==> src/sv/tqmh_pkg.sv <==
package tqmh_pkg;

  // Raw converter readings and calibration bounds
  localparam int RAW_W   = 12;
  localparam int DEB_W   = 16;
  localparam int TIME_W  = 32;
  localparam int CFG_IDX_W  = 3;
  localparam int CFG_DATA_W = 16;

  // Map datapath: |raw - min| * (size - 1) fits in 24 bits, divisor is |max - min|
  localparam int SIZE_W  = 12;
  localparam int DVD_W   = 24;
  localparam int DVS_W   = 12;
  localparam int COORD_W = 12;
  localparam int BIDX_W  = 3;

  // Configuration register indexes
  typedef enum logic [CFG_IDX_W-1:0] {
    REG_X_MIN    = 3'd0,
    REG_X_MAX    = 3'd1,
    REG_Y_MIN    = 3'd2,
    REG_Y_MAX    = 3'd3,
    REG_DEBOUNCE = 3'd4,
    REG_PRESSURE = 3'd5
  } cfg_reg_t;

  localparam logic [RAW_W-1:0] X_MIN_RST    = 12'd300;
  localparam logic [RAW_W-1:0] X_MAX_RST    = 12'd3800;
  localparam logic [RAW_W-1:0] Y_MIN_RST    = 12'd300;
  localparam logic [RAW_W-1:0] Y_MAX_RST    = 12'd3800;
  localparam logic [DEB_W-1:0] DEBOUNCE_RST = 16'd200;
  localparam logic [RAW_W-1:0] PRESSURE_RST = 12'd200;

  // Button rectangles, half-open [x0, x1) by [y0, y1); lower index wins
  localparam int BTN_NUM = 5;
  localparam logic [COORD_W-1:0] BTN_X0 [BTN_NUM] = '{12'd5,   12'd123, 12'd5,  12'd65,  12'd130};
  localparam logic [COORD_W-1:0] BTN_X1 [BTN_NUM] = '{12'd117, 12'd235, 12'd60, 12'd120, 12'd235};
  localparam logic [COORD_W-1:0] BTN_Y0 [BTN_NUM] = '{12'd125, 12'd125, 12'd225, 12'd225, 12'd225};
  localparam logic [COORD_W-1:0] BTN_Y1 [BTN_NUM] = '{12'd175, 12'd175, 12'd265, 12'd265, 12'd265};

  typedef struct packed {
    logic              hit;
    logic [BIDX_W-1:0] idx;
  } hit_t;

endpackage

==> src/sv/tqmh_div.sv <==
module tqmh_div
  import tqmh_pkg::*;
(
  input  logic             clk,
  input  logic             rst_n,
  input  logic             start,
  input  logic [DVD_W-1:0] dividend,
  input  logic [DVS_W-1:0] divisor,
  output logic             done,
  output logic [DVD_W-1:0] quotient
);

  localparam int CNT_W = $clog2(DVD_W);

  logic             busy_r;
  logic             done_r;
  logic [CNT_W-1:0] cnt_r;
  logic [DVS_W-1:0] rem_r;
  logic [DVS_W-1:0] dvs_r;
  logic [DVD_W-1:0] quo_r;

  // one restoring step per cycle, MSB first
  logic [DVS_W:0] rem_sh;
  logic           take;
  logic [DVS_W:0] rem_sub;

  assign rem_sh  = {rem_r, quo_r[DVD_W-1]};
  assign take    = (rem_sh >= {1'b0, dvs_r});
  assign rem_sub = rem_sh - {1'b0, dvs_r};

  always_ff @(posedge clk) begin
    if (!rst_n) begin
      busy_r <= 1'b0;
      done_r <= 1'b0;
      cnt_r  <= '0;
    end else begin
      done_r <= 1'b0;
      if (start) begin
        busy_r <= 1'b1;
        cnt_r  <= CNT_W'(DVD_W - 1);
      end else if (busy_r) begin
        if (cnt_r == '0) begin
          busy_r <= 1'b0;
          done_r <= 1'b1;
        end else begin
          cnt_r <= cnt_r - 1'b1;
        end
      end
    end
  end

  always_ff @(posedge clk) begin
    if (start) begin
      rem_r <= '0;
      dvs_r <= divisor;
      quo_r <= dividend;
    end else if (busy_r) begin
      rem_r <= take ? rem_sub[DVS_W-1:0] : rem_sh[DVS_W-1:0];
      quo_r <= {quo_r[DVD_W-2:0], take};
    end
  end

  assign done     = done_r;
  assign quotient = quo_r;

endmodule

==> src/sv/tqmh_hit.sv <==
module tqmh_hit
  import tqmh_pkg::*;
(
  input  logic [COORD_W-1:0] px,
  input  logic [COORD_W-1:0] py,
  output hit_t               res
);

  // scan from the last button down so the first match wins
  always_comb begin
    res = '0;
    for (int i = BTN_NUM - 1; i >= 0; i--) begin
      if (px >= BTN_X0[i] && px < BTN_X1[i] && py >= BTN_Y0[i] && py < BTN_Y1[i]) begin
        res.hit = 1'b1;
        res.idx = BIDX_W'(i);
      end
    end
  end

endmodule

==> src/sv/touch_qualify_map_hit_test_core.sv <==
// Touch sample qualifier, calibration map and button hit test.
//
// Input channel (in_valid/in_ready): one panel sample per transaction. A
// sample counts as a new touch on a press edge, when now_ms minus the last
// accepted time (mod 2^32) exceeds debounce_ms and pressure exceeds
// pressure_min. Accepted points are mapped onto the screen with truncating
// signed division, clamped, and tested against the button rectangles.
// Result channel (out_valid/out_ready): exactly one transaction per sample.
// Config channel (cfg_valid/cfg_ready): always ready; write only when idle.
//
// Sequence: a rejected sample goes straight to the final state, which loads
// the output register and then returns to idle. An accepted one runs each
// axis, x then y, through one shared multiply and a serial 24-step restoring
// divider; a zero-width window skips the divider and leaves the axis at 0.
// One sample is in flight at a time; in_ready is high only in idle.
// A finished result sits in the output register; the next sample may be
// taken meanwhile, and it waits at its final step while out_ready is low.
// Reset (synchronous, active low) restores the calibration defaults and
// clears the press history and the last accepted time.
module touch_qualify_map_hit_test_core
  import tqmh_pkg::*;
#(
  parameter int SCREEN_WIDTH  = 240,
  parameter int SCREEN_HEIGHT = 320
) (
  input  logic                             clk,
  input  logic                             rst_n,
  input  logic                             in_valid,
  output logic                             in_ready,
  input  logic                             in_pressed,
  input  logic [RAW_W-1:0]                 in_raw_x,
  input  logic [RAW_W-1:0]                 in_raw_y,
  input  logic [RAW_W-1:0]                 in_pressure,
  input  logic [TIME_W-1:0]                in_now_ms,
  output logic                             out_valid,
  input  logic                             out_ready,
  output logic                             out_accepted,
  output logic                             out_hit,
  output logic [BIDX_W-1:0]                out_button_index,
  output logic [$clog2(SCREEN_WIDTH)-1:0]  out_screen_x,
  output logic [$clog2(SCREEN_HEIGHT)-1:0] out_screen_y,
  input  logic                             cfg_valid,
  output logic                             cfg_ready,
  input  logic [CFG_IDX_W-1:0]             cfg_index,
  input  logic [CFG_DATA_W-1:0]            cfg_data
);

  localparam int XW = $clog2(SCREEN_WIDTH);
  localparam int YW = $clog2(SCREEN_HEIGHT);

  typedef enum logic [3:0] {
    S_IDLE = 4'b0001,
    S_MUL  = 4'b0010,
    S_DIV  = 4'b0100,
    S_FIN  = 4'b1000
  } state_t;

  // calibration registers
  logic [RAW_W-1:0] x_min_r, x_max_r, y_min_r, y_max_r, pmin_r;
  logic [DEB_W-1:0] deb_r;

  // qualifier history
  logic              was_pressed_r;
  logic [TIME_W-1:0] last_ms_r;

  // sequencer and working registers
  state_t            state_r, state_nxt;
  logic              axis_r;      // 0: x, 1: y
  logic              acc_r;
  logic              neg_r;
  logic [RAW_W-1:0]  raw_x_r, raw_y_r;
  logic [XW-1:0]     sx_r;
  logic [YW-1:0]     sy_r;

  // output register
  logic              out_valid_r;
  logic              out_acc_r, out_hit_r;
  logic [BIDX_W-1:0] out_idx_r;
  logic [XW-1:0]     out_sx_r;
  logic [YW-1:0]     out_sy_r;

  logic in_fire, out_free, qualify;
  logic [TIME_W-1:0] elapsed;

  assign in_ready  = (state_r == S_IDLE);
  assign in_fire   = in_valid & in_ready;
  assign out_free  = ~out_valid_r | out_ready;
  assign cfg_ready = 1'b1;

  assign elapsed = in_now_ms - last_ms_r;
  assign qualify = in_pressed & ~was_pressed_r & (elapsed > TIME_W'(deb_r)) &
                   (in_pressure > pmin_r);

  // ---- map operands for the current axis ----
  logic [RAW_W-1:0]  raw_sel, lo_sel, hi_sel;
  logic [SIZE_W-1:0] size_m1;
  logic [RAW_W:0]    num_d, run_d, num_abs, run_abs;
  logic              num_neg, run_neg, run_zero;
  logic [DVD_W-1:0]  prod;

  assign raw_sel = axis_r ? raw_y_r : raw_x_r;
  assign lo_sel  = axis_r ? y_min_r : x_min_r;
  assign hi_sel  = axis_r ? y_max_r : x_max_r;
  assign size_m1 = axis_r ? SIZE_W'(SCREEN_HEIGHT - 1) : SIZE_W'(SCREEN_WIDTH - 1);

  assign num_d    = {1'b0, raw_sel} - {1'b0, lo_sel};
  assign run_d    = {1'b0, hi_sel} - {1'b0, lo_sel};
  assign num_neg  = num_d[RAW_W];
  assign run_neg  = run_d[RAW_W];
  assign num_abs  = num_neg ? (~num_d + 1'b1) : num_d;
  assign run_abs  = run_neg ? (~run_d + 1'b1) : run_d;
  assign run_zero = (run_d == '0);
  assign prod     = DVD_W'(num_abs[RAW_W-1:0]) * DVD_W'(size_m1);

  // ---- shared serial divider ----
  logic             div_start, div_done;
  logic [DVD_W-1:0] quo;

  assign div_start = (state_r == S_MUL) & ~run_zero;

  tqmh_div u_div (
    .clk      (clk),
    .rst_n    (rst_n),
    .start    (div_start),
    .dividend (prod),
    .divisor  (run_abs[DVS_W-1:0]),
    .done     (div_done),
    .quotient (quo)
  );

  // clamp: negative quotient goes to 0, too large goes to the far edge
  logic [XW-1:0] cx;
  logic [YW-1:0] cy;

  assign cx = neg_r ? '0 :
              (quo > DVD_W'(SCREEN_WIDTH - 1)) ? XW'(SCREEN_WIDTH - 1) : quo[XW-1:0];
  assign cy = neg_r ? '0 :
              (quo > DVD_W'(SCREEN_HEIGHT - 1)) ? YW'(SCREEN_HEIGHT - 1) : quo[YW-1:0];

  // ---- button hit test ----
  hit_t hres;

  tqmh_hit u_hit (
    .px  (COORD_W'(sx_r)),
    .py  (COORD_W'(sy_r)),
    .res (hres)
  );

  // ---- sequencer ----
  always_comb begin
    state_nxt = state_r;
    case (state_r)
      S_IDLE: if (in_fire) state_nxt = qualify ? S_MUL : S_FIN;
      S_MUL:  if (!run_zero) state_nxt = S_DIV;
              else if (axis_r) state_nxt = S_FIN;
      S_DIV:  if (div_done) state_nxt = axis_r ? S_FIN : S_MUL;
      S_FIN:  if (out_free) state_nxt = S_IDLE;
      default: state_nxt = S_IDLE;
    endcase
  end

  always_ff @(posedge clk) begin
    if (!rst_n) begin
      state_r       <= S_IDLE;
      was_pressed_r <= 1'b0;
      last_ms_r     <= '0;
      x_min_r       <= X_MIN_RST;
      x_max_r       <= X_MAX_RST;
      y_min_r       <= Y_MIN_RST;
      y_max_r       <= Y_MAX_RST;
      deb_r         <= DEBOUNCE_RST;
      pmin_r        <= PRESSURE_RST;
      out_valid_r   <= 1'b0;
    end else begin
      state_r <= state_nxt;
      if (cfg_valid) begin
        case (cfg_index)
          REG_X_MIN:    x_min_r <= cfg_data[RAW_W-1:0];
          REG_X_MAX:    x_max_r <= cfg_data[RAW_W-1:0];
          REG_Y_MIN:    y_min_r <= cfg_data[RAW_W-1:0];
          REG_Y_MAX:    y_max_r <= cfg_data[RAW_W-1:0];
          REG_DEBOUNCE: deb_r   <= cfg_data;
          REG_PRESSURE: pmin_r  <= cfg_data[RAW_W-1:0];
          default: ;
        endcase
      end
      if (in_fire) begin
        was_pressed_r <= in_pressed;
        if (qualify) last_ms_r <= in_now_ms;
      end
      if (state_r == S_FIN && out_free) out_valid_r <= 1'b1;
      else if (out_ready) out_valid_r <= 1'b0;
    end
  end

  // datapath registers
  always_ff @(posedge clk) begin
    if (in_fire) begin
      acc_r   <= qualify;
      raw_x_r <= in_raw_x;
      raw_y_r <= in_raw_y;
      axis_r  <= 1'b0;
      sx_r    <= '0;
      sy_r    <= '0;
    end
    if (state_r == S_MUL) begin
      neg_r <= num_neg ^ run_neg;
      if (run_zero) axis_r <= 1'b1;   // zero-width window leaves coordinate at 0
    end
    if (state_r == S_DIV && div_done) begin
      if (axis_r) sy_r <= cy;
      else        sx_r <= cx;
      axis_r <= 1'b1;
    end
    if (state_r == S_FIN && out_free) begin
      out_acc_r <= acc_r;
      out_hit_r <= acc_r & hres.hit;
      out_idx_r <= (acc_r & hres.hit) ? hres.idx : '0;
      out_sx_r  <= sx_r;
      out_sy_r  <= sy_r;
    end
  end

  assign out_valid        = out_valid_r;
  assign out_accepted     = out_acc_r;
  assign out_hit          = out_hit_r;
  assign out_button_index = out_idx_r;
  assign out_screen_x     = out_sx_r;
  assign out_screen_y     = out_sy_r;

endmodule

==> config.mk <==
export PLATFORM = sky130hd
export DESIGN_NAME = touch_qualify_map_hit_test_core
export DESIGN_NICKNAME = d
export VERILOG_FILES = /design/src/sv/tqmh_pkg.sv /design/src/sv/tqmh_div.sv /design/src/sv/tqmh_hit.sv /design/src/sv/touch_qualify_map_hit_test_core.sv
export SDC_FILE = /design/constraint.sdc
export NUM_CORES = 1
export LEC_CHECK = 0
export ABC_AREA = 1
export BUFFER_PORTS_ARGS = -buffer_cell sky130_fd_sc_hd__buf_2
export CORE_MARGIN = 2
export CORE_UTILIZATION = 67
export DETAILED_ROUTE_END_ITERATION = 7
export HOLD_SLACK_MARGIN = 0.12
export PLACE_DENSITY = 0.83
export SKIP_CTS_REPAIR_TIMING = 1
export SYNTH_ARGS = -nofsm -noshare
export SYNTH_HDL_FRONTEND = slang
export SYNTH_SLANG_ARGS = --single-unit
==> constraint.sdc <==
create_clock -name clk -period 12.75 [get_ports clk]
set_input_delay 1.9125 -clock clk [delete_from_list [all_inputs] [get_ports clk]]
set_output_delay 1.9125 -clock clk [all_outputs]
set_load 0.01 [all_outputs]
; Word-level counts from Yosys, hierarchy flattened
; Cells that the tools add are included.
[totals]
in_bits = 93
ff_bits = 235
n_memories = 0
output_inout_bits = 25
mem_bits_ro = 0
latch_bits = 0
ram_bits = 0
[op_classes]
div = 0
mul = 1
n_bitwise = 17
add_sub_neg = 7
eq_ne = 14
shifts = 0
n_reduce_logical = 37
n_lt_le_gt_ge = 17
n_mux = 44
[op_table]
columns = cell, count
row1 = $mux W12, 6
row2 = $mux W9, 6
row3 = $mux W24, 2
row4 = $mux W4, 12
row5 = $mux W8, 5
row6 = $gt A32 B16 Y1, 1
row7 = $sub A32 B32 Y32, 1
row8 = $sub A12 B12 Y13, 2
row9 = $add A12 B1 Y12 const B, 2
row10 = $gt A24 B8 Y1 const B, 1
row11 = $gt A24 B9 Y1 const B, 1
row12 = $not A12 Y12, 2
row13 = $mul A12 B9 Y21, 1
row14 = $reduce_and A2 Y1, 9
row15 = $logic_and A1 B1 Y1, 17
row16 = $ge A8 B7 Y1 const B, 2
row17 = $lt A8 B7 Y1 const B, 2
row18 = $pmux W4 S4, 1
row19 = $mux W5, 3
row20 = $ge A13 B12 Y1, 1
row21 = $logic_not A13 Y1, 1
row22 = $gt A12 B12 Y1, 1
row23 = $sub A12 B12 Y12, 1
row24 = $ge A9 B7 Y1 const B, 1
row25 = other kinds (30), 56

; Depth between registers and ports, before layout
[depth]
depth_word = 12
depth_mapped = 37
mapped_depth_nobuf = 35

; Cells and area by module
; From an unflattened synthesis, not the netlist that was laid out.
[unflattened]
hier_cells = 2548
area_unflattened_um2 = 18250.0
[modules_own_cells]
columns = module, n_inst, seq_area_each_um2, cells_per_inst, area_per_inst_um2
row1 = touch_qualify_map_hit_test_core, 1, 4083.9, 2050, 14712.9
row2 = tqmh_div, 1, 1461.4, 393, 3086.7
row3 = tqmh_hit, 1, 0.0, 105, 450.4

; Worst setup path before layout
; OpenSTA, ideal clock, no wires.
[synth_timing]
path_type = register to register
startpoint = reg axis_r
endpoint = reg u_div.quo_r[18], in the netlist u_div.quotient[18], data pin
stages_incl_launch_ff = 32
path_buffers = 2
slack_ps = 5538
arrival_time_ps = 6953
cell_sequence = dfxtp_1 clkbuf_1 buf_1 mux2i_1 ha_1 inv_1 fa_1 xnor2_1 nand3_1 inv_1 nand2_1 nor2_1 nand3_1 nand2_1 xor2_1 fa_1 fa_1 inv_1 fa_1 fa_1 inv_1 ha_1 a21oi_1 nand2_1 a21boi_0 o21ai_1 a21boi_0 o21ai_1 nand3_1 nand2_1 xnor2_1 o21ai_1
[synth_between]
elab_chain_cells = 7
elab_cells_between_ends = 14
[synth_rtl]
columns = element, line_no
row1 = from (decl), touch_qualify_map_hit_test_core.sv:68  ; logic axis_r;
row2 = from (signal assigned), touch_qualify_map_hit_test_core.sv:202  ; axis_r <= 1'b0;
row3 = from (signal assigned), touch_qualify_map_hit_test_core.sv:208  ; if (run_zero) axis_r <= 1'b1;
row4 = from (signal assigned), touch_qualify_map_hit_test_core.sv:213  ; axis_r <= 1'b1;
row5 = $mux W12 (on tied branches), "touch_qualify_map_hit_test_core.sv:101, touch_qualify_map_hit_test_core.sv:102"
row6 = $sub A12 B12 Y13, touch_qualify_map_hit_test_core.sv:106  ; assign num_d = {1'b0, raw_sel} - {1'b0, lo_sel};
row7 = $not A12 Y12, touch_qualify_map_hit_test_core.sv:110  ; assign num_abs = num_neg ? (~num_d + 1'b1) : num_d;
row8 = $add A12 B1 Y12, touch_qualify_map_hit_test_core.sv:110
row9 = $mux W12, touch_qualify_map_hit_test_core.sv:110
row10 = $mul A12 B9 Y21, touch_qualify_map_hit_test_core.sv:113  ; assign prod = DVD_W'(num_abs[RAW_W-1:0]) * DVD_W'(size_m1);
row11 = $mux W24 *, tqmh_div.sv:53  ; if (start) begin
row12 = to (signal assigned), tqmh_div.sv:56  ; quo_r <= dividend;
row13 = to (signal assigned), tqmh_div.sv:59  ; quo_r <= {quo_r[DVD_W-2:0], take};
row14 = to (decl), tqmh_div.sv:20  ; logic [DVD_W-1:0] quo_r;
; Every way passes the cells marked *; elsewhere a longest branch is shown, timed or not.
; A chain may end at the register's enable or synchronous reset.

; Final worst setup path
; Ends and elaborated chain as after synthesis.

==> metrics.md <==
| Metric | Value |
|---|---|
| Synthesized cell area | `17,350 um^2` |
| Final wirelength | `41.85 mm` |
| Row count | `58` |
| CTS Sinks | `235` |
| Hold EP | `y_max_r[5]` |
| Vias in the first global route | `14,590` |
| Flops & latches, synth | `235` |
| Max-Slew Margin vs Limit | `25.42%` |
| Arrival @ worst endpoint | `8.10 ns` |
| Avg Synthesized Cell Area | `7.373 um^2` |
| Outcome | `completed` |
| Clock latency at the later pin of the worst-skew pair | `0.54 ns` |
| Crit Path Class | `reg2reg` |
| TritonCTS clock tree | `done` |
| Hold/Removal Path Class | `reg2reg` |
| Die X | `164.9 um` |
| Vias/cell | `5.565` |
| HP Start | `y_max_r[5]` |
| # H-tree levels | `1` |
| Worst slew pin tran | `1.116 ns` |
| Nets | `2,747` |
| Final-report hold violation count | `0` |
| Ys Warns | `0` |
| RSZ-0062 raised after global routing | `no` |
| Setup WS post-layout | `4.914 ns` |
| Core ar. | `25,330 um^2` |
| Final setup fails | `0` |
| Number of instances on the worst hold path | `2` |
| CP max FO | `48` |
| Routability cong. | `0.9655` |
| Post-synth top flop | `dfxtp_1` |
| Die Y | `164.9 um` |
| DRC viols | `0` |
| Drt first pass iters | `6` |
| Top Ports | `118` |
| Post-route clock period utilization | `61.46%` |
| Asr flop ratio synth | `0%` |
| Largest net degree at the start of global routing | `86` |
| Netlist cell types | `55` |
| Root Buffer | `clkbuf_16` |
| Share of cells above drive strength 1 | `8.249%` |
| Initial Util | `68.50%` |
| Clock skew | `0.01471 ns` |
| Worst R2R Start | `axis_r` |
| Worst r2r dst | `u_div.quotient[18]` |
| EDFF count, synth | `84` |
| Antenna cells | `0` |
| DP Worst Slack | `4.989 ns` |
| Worst endpoint required time | `13.02 ns` |
| Syn Nets | `2,659` |
| Utilization after layout | `74.89%` |
| Minimum clock period | `7.836 ns` |
| Post-DR wirelength/cell | `14.99 um` |
| CTS Buffer Depth | `3` |
| Total die area | `27,200 um^2` |
| CP endpoint kind | `register` |
| R2R Setup Slk | `4.91 ns` |
| Iter 0 DRT Violations | `1,354` |
| First-pass GRT wire length | `69.32 mm` |
| Clk pin slew, worst setup/hold paths | `0.06 ns` |
| Initial antenna violation count | `0` |
| Sequential share of the synthesized area | `31.97%` |
| R2r worst-path depth | `27` |
| Cells after synthesis | `2,353` |
| HPWL Detailed | `32.61 mm` |
| Antenna violation net count after detailed routing | `0` |
| Slew Limit Fails | `0` |
| Setup tns final | `0 ns` |
| Grt ovf | `0` |
| PortBufs | `116` |
| Max frequency | `127.6 MHz` |
| Via count | `15,530` |
| Max-cap violations | `0` |
| TritonCTS Buffers | `26` |
| Area delta synth->final | `9.340%` |
| Setup crit start kind | `register` |
| GR Util All Layers | `31.39%` |
[critical path, cell delays in order, from the launching register on]
cell and delay (ns):
dfxtp_2 0.33, buf_4 0.48, mux2i_1 0.67, ha_1 0.35, nand2_1 0.10, nor3_1 0.06, nor2_1 0.14, xor2_1 0.36
nand3_1 0.16, nand2_1 0.10, xor2_1 0.62, fa_1 0.57, fa_1 0.52, inv_1 0.06, fa_1 0.48, fa_1 0.54
inv_1 0.04, ha_1 0.34, a21oi_1 0.17, nand2_1 0.10, a21boi_0 0.36, o21ai_1 0.17, a21boi_0 0.31, o21ai_1 0.14
nand3_1 0.08, nand2_1 0.06, xnor2_1 0.15, o21ai_1 0.07
[metrics by stage]
step                      area (um^2)  hold slack, ns  instances
after detailed placement        18100          0.4395       2743
after global routing            18970          0.4793       2791
after global placement          18100          0.4350       2743
after CTS                       18970          0.4483       2791
after floorplan                 17350          0.4245       2353
final                           18970          0.4495       2791
[worst max-delay path by stage]
stage	end	cells after the start	startpoint
after floorplan	u_div.quotient[18]	31	axis_r
after global placement	u_div.quotient[18]	30	axis_r
after detailed placement	u_div.quotient[18]	30	axis_r
after CTS	u_div.quotient[18]	31	axis_r
after global routing	u_div.quotient[17]	29	axis_r
final	u_div.quotient[18]	27	axis_r
[flip-flops by register name, summed over array words and instances, names as in the netlist, 4 cells and up]
name and flops:
u_div.rem_r 12, y_min_r 12, out_screen_y 9, last_ms_r 32, y_max_r 12, raw_x_r 12
sy_r 9, deb_r 16, x_max_r 12, u_div.dvs_r 12, state_r 4, sx_r 8
out_screen_x 8, u_div.quotient 24, pmin_r 12, raw_y_r 12, x_min_r 12, u_div.cnt_r 5
[synth_stat cells (3+ instances only)]
library cell | number | share of area [%]
a211oi_1 | 3 | 0.13
a21boi_0 | 4 | 0.17
a21o_1 | 5 | 0.22
a21oi_1 | 127 | 3.7
a31oi_1 | 8 | 0.29
and2_1 | 4 | 0.14
buf_1 | 3 | 0.065
buf_2 | 5 | 0.14
buf_4 | 3 | 0.13
buf_6 | 6 | 0.39
clkbuf_1 | 43 | 0.93
dfxtp_1 | 151 | 17
edfxtp_1 | 84 | 15
fa_1 | 60 | 6.9
ha_1 | 153 | 11
inv_1 | 373 | 8.1
inv_2 | 16 | 0.35
mux2i_1 | 12 | 0.69
nand2_1 | 548 | 12
nand2_2 | 5 | 0.18
nand3_1 | 101 | 2.9
nand3b_1 | 8 | 0.35
nand4_1 | 13 | 0.47
nor2_1 | 269 | 5.8
nor2_2 | 6 | 0.22
nor3_1 | 25 | 0.72
nor4_1 | 9 | 0.32
o211ai_1 | 11 | 0.48
o21a_1 | 4 | 0.17
o21ai_0 | 140 | 4.0
o21ai_1 | 14 | 0.40
o21bai_1 | 6 | 0.26
o22ai_1 | 4 | 0.14
o31ai_1 | 5 | 0.22
o32ai_1 | 11 | 0.56
or2_1 | 6 | 0.22
or2_2 | 5 | 0.18
xnor2_1 | 29 | 1.5
xor2_1 | 51 | 2.6
[area by class of cell]
type	instances	area, um^2
inverter	392	1476
sequential	235	5547
clock buffer	33	696.9
fill	2011	6359
timing repair buffer	120	610.6
tap	330	412.9
clock inverter	15	172.7
multi-input combinational	1666	10050
[cell usage in the layout (no fill, tap or decap), types with 6 or more instances in the layout]
cell / instances
nor3_1: 25
nor4_1: 8
mux2i_1: 12
clkbuf_16: 26
nor2_2: 6
o21ai_1: 14
fa_1: 60
o32ai_1: 11
inv_2: 16
nand2_1: 548
a21oi_1: 127
nand3b_1: 8
clkinv_1: 6
or2_1: 6
edfxtp_1: 84
buf_2: 116
nand3_1: 101
o211ai_1: 11
dfxtp_1: 150
o21ai_0: 140
inv_1: 373
o21bai_1: 6
nor2_1: 268
a31oi_1: 8
ha_1: 153
nand4_1: 13
xnor2_1: 29
xor2_1: 51
[kinds of logic (layout without fill, tap and decap cells)]
group / after synthesis / after routing / share of synthesized area [%]
other: 1 / 1 / 0.02162
flip-flops: 235 / 235 / 31.97
multiplexers: 12 / 12 / 0.6924
adder cells (fa/ha/maj): 213 / 213 / 17.96
XOR/XNOR: 80 / 80 / 4.039
buffers and inverters: 452 / 560 / 10.17
AO/OA/AOI/OAI: 352 / 352 / 11.25
AND/OR/NAND/NOR: 1008 / 1008 / 23.90
[routing by layer]
metal,wire [um],track usage [%],vias to the layer above
met4,1190,8.854,0
met1,18950,44.77,7103
met5,0,0,-
met3,3372,3.541,91
met2,18330,50.76,617
li1,-,-,7720
Power is left out: the tool's default activity adds up to more than one toggle a clock period on the data nets, which glitch-free logic cannot reach.
